==> src/rtl/core/dq_pkg.sv <==
// package for the double-ended queue: sizes, codes, request and result types
// and the ring position helper; no dependencies
package dq_pkg;

    localparam int DQ_CAPACITY = 256;
    localparam int ADDR_W      = $clog2(DQ_CAPACITY);
    localparam int CNT_W       = $clog2(DQ_CAPACITY + 1);
    localparam int WORD_W      = 32;

    localparam logic [CNT_W-1:0]  CAP_CNT = CNT_W'(DQ_CAPACITY);
    localparam logic [ADDR_W:0]   CAP_EXT = (ADDR_W + 1)'(DQ_CAPACITY);
    localparam logic [ADDR_W-1:0] CAP_M1  = ADDR_W'(DQ_CAPACITY - 1);

    typedef enum logic [2:0] {
        FN_NONE       = 3'd0,
        FN_PUSH_BACK  = 3'd1,
        FN_PUSH_FRONT = 3'd2,
        FN_POP_BACK   = 3'd3,
        FN_POP_FRONT  = 3'd4
    } t_func;

    typedef enum logic [1:0] {
        ST_OK        = 2'd0,
        ST_POP_EMPTY = 2'd1,
        ST_PUSH_FULL = 2'd2,
        ST_BAD_INDEX = 2'd3
    } t_status;

    typedef enum logic [1:0] {
        S_IDLE,
        S_RD_ENDS,
        S_RD_INDEX,
        S_DONE
    } t_state;

    typedef struct packed {
        logic [2:0]               func;
        logic signed [WORD_W-1:0] value;
        logic [7:0]               index;
    } t_in_item;

    typedef struct packed {
        logic [1:0]               status;
        logic [8:0]               count;
        logic signed [WORD_W-1:0] front_value;
        logic signed [WORD_W-1:0] back_value;
        logic signed [WORD_W-1:0] indexed_value;
    } t_out_item;

    typedef struct packed {
        logic              we;
        logic [ADDR_W-1:0] waddr;
        logic [WORD_W-1:0] wdata;
        logic [ADDR_W-1:0] raddr_a;
        logic [ADDR_W-1:0] raddr_b;
    } t_mem_req;

    typedef struct packed {
        logic [WORD_W-1:0] rd_a;
        logic [WORD_W-1:0] rd_b;
    } t_mem_rsp;

    // (head + off) mod capacity, both operands below capacity
    function automatic logic [ADDR_W-1:0] ring_pos(input logic [ADDR_W-1:0] head,
                                                   input logic [ADDR_W-1:0] off);
        logic [ADDR_W:0] sum;
        sum = {1'b0, head} + {1'b0, off};
        if (sum >= CAP_EXT) begin
            sum = sum - CAP_EXT;
        end
        return sum[ADDR_W-1:0];
    endfunction

endpackage

==> src/rtl/core/dq_ctrl.sv <==
// queue sequencer: pointer update and store write on accept, then reads of
// the ends and the indexed word, and the result register; depends on dq_pkg
module dq_ctrl (
    input  logic              i_clk,
    input  logic              i_rst_n,
    input  logic              i_in_valid,
    output logic              o_in_ready,
    input  dq_pkg::t_in_item  i_in_item,
    output logic              o_out_valid,
    input  logic              i_out_ready,
    output dq_pkg::t_out_item o_out_item,
    output dq_pkg::t_mem_req  o_mem_req,
    input  dq_pkg::t_mem_rsp  i_mem_rsp
);
    import dq_pkg::*;

    t_state            r_state, n_state;
    logic [ADDR_W-1:0] r_head, n_head;
    logic [CNT_W-1:0]  r_count, n_count;
    t_status           r_status, n_status;
    logic [7:0]        r_index;
    logic [WORD_W-1:0] r_front, r_back;
    logic              r_out_valid, n_out_valid;
    logic              load_out;
    logic              accept;
    logic              idx_ok;

    assign accept = i_in_valid && o_in_ready;
    assign idx_ok = {1'b0, r_index} < r_count;

    always_ff @(posedge i_clk) begin
        if (!i_rst_n) begin
            r_state     <= S_IDLE;
            r_head      <= '0;
            r_count     <= '0;
            r_out_valid <= 1'b0;
        end else begin
            r_state     <= n_state;
            r_head      <= n_head;
            r_count     <= n_count;
            r_out_valid <= n_out_valid;
        end
    end

    always_ff @(posedge i_clk) begin
        if (accept) begin
            r_index  <= i_in_item.index;
            r_status <= n_status;
        end
        // read data of the ends arrives during the index read
        if (r_state == S_RD_INDEX) begin
            r_front <= (r_count != '0) ? i_mem_rsp.rd_a : '0;
            r_back  <= (r_count != '0) ? i_mem_rsp.rd_b : '0;
        end
        if (load_out) begin
            o_out_item.status        <= (r_status != ST_OK) ? r_status :
                                        (idx_ok ? ST_OK : ST_BAD_INDEX);
            o_out_item.count         <= r_count;
            o_out_item.front_value   <= r_front;
            o_out_item.back_value    <= r_back;
            o_out_item.indexed_value <= idx_ok ? i_mem_rsp.rd_a : '0;
        end
    end

    always_comb begin
        n_state     = r_state;
        n_head      = r_head;
        n_count     = r_count;
        n_status    = ST_OK;
        o_in_ready  = 1'b0;
        load_out    = 1'b0;
        o_mem_req   = '0;
        unique case (r_state)
            S_IDLE: begin
                o_in_ready = 1'b1;
                if (i_in_valid) begin
                    n_state = S_RD_ENDS;
                    unique case (i_in_item.func)
                        FN_PUSH_BACK: begin
                            if (r_count >= CAP_CNT) begin
                                n_status = ST_PUSH_FULL;
                            end else begin
                                o_mem_req.we    = 1'b1;
                                o_mem_req.waddr = ring_pos(r_head, r_count[ADDR_W-1:0]);
                                o_mem_req.wdata = i_in_item.value;
                                n_count         = r_count + 1'b1;
                            end
                        end
                        FN_PUSH_FRONT: begin
                            if (r_count >= CAP_CNT) begin
                                n_status = ST_PUSH_FULL;
                            end else begin
                                n_head          = ring_pos(r_head, CAP_M1);
                                o_mem_req.we    = 1'b1;
                                o_mem_req.waddr = n_head;
                                o_mem_req.wdata = i_in_item.value;
                                n_count         = r_count + 1'b1;
                            end
                        end
                        FN_POP_BACK: begin
                            if (r_count == '0) begin
                                n_status = ST_POP_EMPTY;
                            end else begin
                                n_count = r_count - 1'b1;
                            end
                        end
                        FN_POP_FRONT: begin
                            if (r_count == '0) begin
                                n_status = ST_POP_EMPTY;
                            end else begin
                                n_head  = ring_pos(r_head, ADDR_W'(1));
                                n_count = r_count - 1'b1;
                            end
                        end
                        default: begin
                        end
                    endcase
                end
            end
            S_RD_ENDS: begin
                // store write has landed, so both ends read fresh data
                o_mem_req.raddr_a = r_head;
                o_mem_req.raddr_b = ring_pos(r_head, ADDR_W'(r_count - 1'b1));
                n_state           = S_RD_INDEX;
            end
            S_RD_INDEX: begin
                o_mem_req.raddr_a = ring_pos(r_head, ADDR_W'(r_index));
                n_state           = S_DONE;
            end
            S_DONE: begin
                // keep the indexed address so the read data holds while the result waits
                o_mem_req.raddr_a = ring_pos(r_head, ADDR_W'(r_index));
                if (!r_out_valid || i_out_ready) begin
                    load_out = 1'b1;
                    n_state  = S_IDLE;
                end
            end
            default: begin
                n_state = S_IDLE;
            end
        endcase
    end

    always_comb begin
        n_out_valid = r_out_valid;
        if (load_out) begin
            n_out_valid = 1'b1;
        end else if (r_out_valid && i_out_ready) begin
            n_out_valid = 1'b0;
        end
    end

    assign o_out_valid = r_out_valid;

endmodule

==> config.mk <==
export PLATFORM = sky130hd
export DESIGN_NAME = dq_ctrl
export DESIGN_NICKNAME = d
export VERILOG_FILES = /design/src/rtl/core/dq_pkg.sv /design/src/rtl/core/dq_ctrl.sv
export SDC_FILE = /design/constraint.sdc
export NUM_CORES = 1
export LEC_CHECK = 0
export CAP_MARGIN = 20
export CORE_MARGIN = 3
export CORE_UTILIZATION = 63
export CTS_BUF_LIST = sky130_fd_sc_hd__clkbuf_16
export DETAILED_ROUTE_END_ITERATION = 7
export DONT_BUFFER_PORTS = 1
export GPL_TIMING_DRIVEN = 0
export HOLD_SLACK_MARGIN = 0.15
export PLACE_DENSITY = 0.83
export SYNTH_ARGS = -nofsm -noshare
export SYNTH_HDL_FRONTEND = slang
export SYNTH_SLANG_ARGS = --single-unit
export TNS_END_PERCENT = 20
==> constraint.sdc <==
create_clock -name i_clk -period 7.5 [get_ports i_clk]
set_input_delay 1.5 -clock i_clk [delete_from_list [all_inputs] [get_ports i_clk]]
set_output_delay 1.5 -clock i_clk [all_outputs]
set_load 0.005 [all_outputs]
==> results.cfg <==
[timing]
worstMarginPinSlew_ps = 888
timing.final.crit_period_ps = 5120
max_freq_mhz = 195
fin_skew_ps = 12.3
fin_crit_sh = 0.682
maxSlewHeadroom = 0.408
hold_violations = 0
rsz0062_at_grt = no
finalSetupTns_ps = 0
setup_viol = 0
drv_slew = 0

[die]
fp.dieH_um = 127
start_util = 0.653
io_pins = 277
core_area_mm2 = 0.0140
die_w_um = 127
rows = 43
dieArea_mm2 = 0.0160

[synthesis]
muxShareOfSynthArea = 0.00655
synthSimpleGateAreaFrac = 0.172
synth_top_family_by_area = simple AND/OR/NAND/NOR gates
synth_edf_count = 181
syn_area_per_cell_um2 = 12.9
yosysSeqAreaShare = 0.636
syn_area_mm2 = 0.00917
synth_cell_types = 59
ys_ff_latch = 201
synth_compound_area_frac = 0.0754
yosys_warnings = 0
yosys.area_share.xor_xnor = 0.0286
synthesis.nets = 861
ys_top_cells_by_area = edfxtp_1 59%, and2_1 7.1%, ha_1 4.9%
synth_cells = 711
synthArstFlopShare = 0
synthAdderAreaFrac = 0.0556
yosysTopAreaCellShare = 0.592
synth_flop_cell = edfxtp_1
yosys.area.top_type = edfxtp_1

[worst_hold_path]
hp-class = register to register

[pwr]
power_density_mw_per_mm2 = 341
power.leakage_uw = 0.00360
ir_drop_uv = 302

[clock_network]
cts_tree = done
cts_buffer_depth = 3
numCtsBuffers = 20
postCtsSetupBuffers = 0
cts_hold_buffers = 0
clk_latency_ps = 490
htreeDepth = 1
cts.sinks = 201
cts_resized = 0
cts_root_buf = clkbuf_16
path_clk_slew_ps = 60

[setup_path]
critical_path_class = input port to output pin
critPathLaunchType = input port
endpoint_kind = output pin
cp_data_required_time_ps = 6000
crit_fanout = 15
crit_arrival_ps = 3620

[route]
drc = 0
drtPass1Iterations = 5
vias_per_cell = 6.11
routed_wl_um = 21400
drt_iter0_drc = 385
avgRoutedWirePerCell_um = 23.0
via_count = 5688
ant_nets = 0

[placed_design]
gp_congestion = 0.910
dp.cells = 894
io_buffer_count = 0
dpl.hpwl_um = 16100

[global_routing]
antenna_found_initial = 1
grt_pass1_vias = 5590
grt_usage = 0.260
grt_pass1_wl_um = 32100
grt_max_degree = 67
gr-total-overflow = 0

[cells_and_area]
final_cells = 931
seq_area_mm2 = 0.00584
area_delta_synth_final_pct = 10.7
num-nets-final = 886
fillers = 891
multi_input_area_mm2 = 0.00312
drive_above_1_share = 0.0787

[status]
status = completed

[flow_run]
maxCapViolCount = 0
==> routing by layer <==
| metal | global-route usage | wire length, um |
|---|---|---|
| met4 | 0.101 | 846 |
| met2 | 0.460 | 11100 |
| met1 | 0.308 | 7750 |
| met3 | 0.0623 | 1720 |
| met5 | 0 | 0 |
==> power breakdown <==
part | total (uW) | switching (uW) | internal (uW)
clock | 1010 | 414 | 598
sequential | 1640 | 105 | 1540
combinational | 806 | 515 | 291
==> cells in the final DEF, fill, tap and decap left out, drive strengths merged, types with 11 or more instances in the layout <==
| cell type | n |
|---|---|
| a21o | 11 |
| a21oi | 40 |
| and2 | 105 |
| buf | 13 |
| clkbuf | 42 |
| dfxtp | 20 |
| edfxtp | 181 |
| ha | 36 |
| inv | 24 |
| nand2 | 25 |
| nor2 | 43 |
| nor2b | 41 |
| nor3 | 15 |
| o21ai | 16 |
| xnor2 | 21 |
==> area by class of cell <==
cell class              instances  area share
plain buffers                  32      0.0148
clock inverters                16      0.0175
multi-input cells             455       0.307
well taps                     180      0.0222
inverters                      23     0.00850
repair buffers                  3     0.00591
flip-flops and latches        201       0.574
clock buffers                  20      0.0493
diodes                          1    0.000246
==> path summary, 6_finish.rpt <==
kind / slack, ps / depth (start not counted) / start / endpoint
max: 2380 / 6 / i_in_valid / o_mem_req[38]
min reg2reg: 410 / 0 / r_front[24] / o_out_item[88]
min: 410 / 0 / r_front[24] / o_out_item[88]
max reg2reg: 4530 / 8 / r_count[1] / o_out_item[24]
==> worst max-delay path: stages <==
cell and delay, ps:
and2_1 100, clkbuf_1 600, o21ai_1 250, nor3_1 550, clkbuf_1 320, and2_1 280
==> cells in the mapped netlist (all sizes together) (2+ instances only) <==
master and count:
a211oi 4, a21o 11, a21oi 40, a22oi 8, a31oi 3, and2 105
buf 10, clkbuf 22, dfxtp 20, edfxtp 181, fa 3, ha 36
inv 22, mux2i 6, nand2 25, nand2b 6, nand3 10, nand4 5
nor2 43, nor2b 41, nor3 15, nor3b 5, nor4 6, o21a 2
o21ai 16, o21bai 5, o22ai 3, o311a 2, o31ai 4, o32ai 3
or2 2, or3 4, or3b 2, xnor2 21, xor2 9
==> sequential cells by signal, indices dropped and copies added (netlist names) <==
| name | count |
|---|---|
| o_out_valid | 1 |
| r_back | 32 |
| r_head | 8 |
| o_out_item | 107 |
| r_front | 32 |
| r_index | 8 |
| r_count | 9 |
| r_state | 2 |
| r_status | 2 |
==> metrics by stage <==
stage / area (um^2) / setup slack, ps / hold slack (ps) / util / total power, uW
floorplan: 9170 / 623 / 400 / - / 2230
global placement: 9400 / -1130 / 400 / 0.669 / 2420
detailed placement: 9480 / 2360 / 405 / 0.675 / 2480
CTS: 10200 / 2350 / 412 / 0.723 / 3490
global route: 10200 / 2150 / 421 / 0.724 / 3640
finish: 10200 / 2380 / 413 / 0.724 / 3460
==> cell families after synthesis <==
logic type	count (synthesis)
AOI/OAI and AO/OA	107
xor gates and xnor gates	30
adders and majority gates	39
buffers and inverters	55
DFF	201
muxes	6
and+or+nand+nor	273
Power figures use the tool's default switching activity.
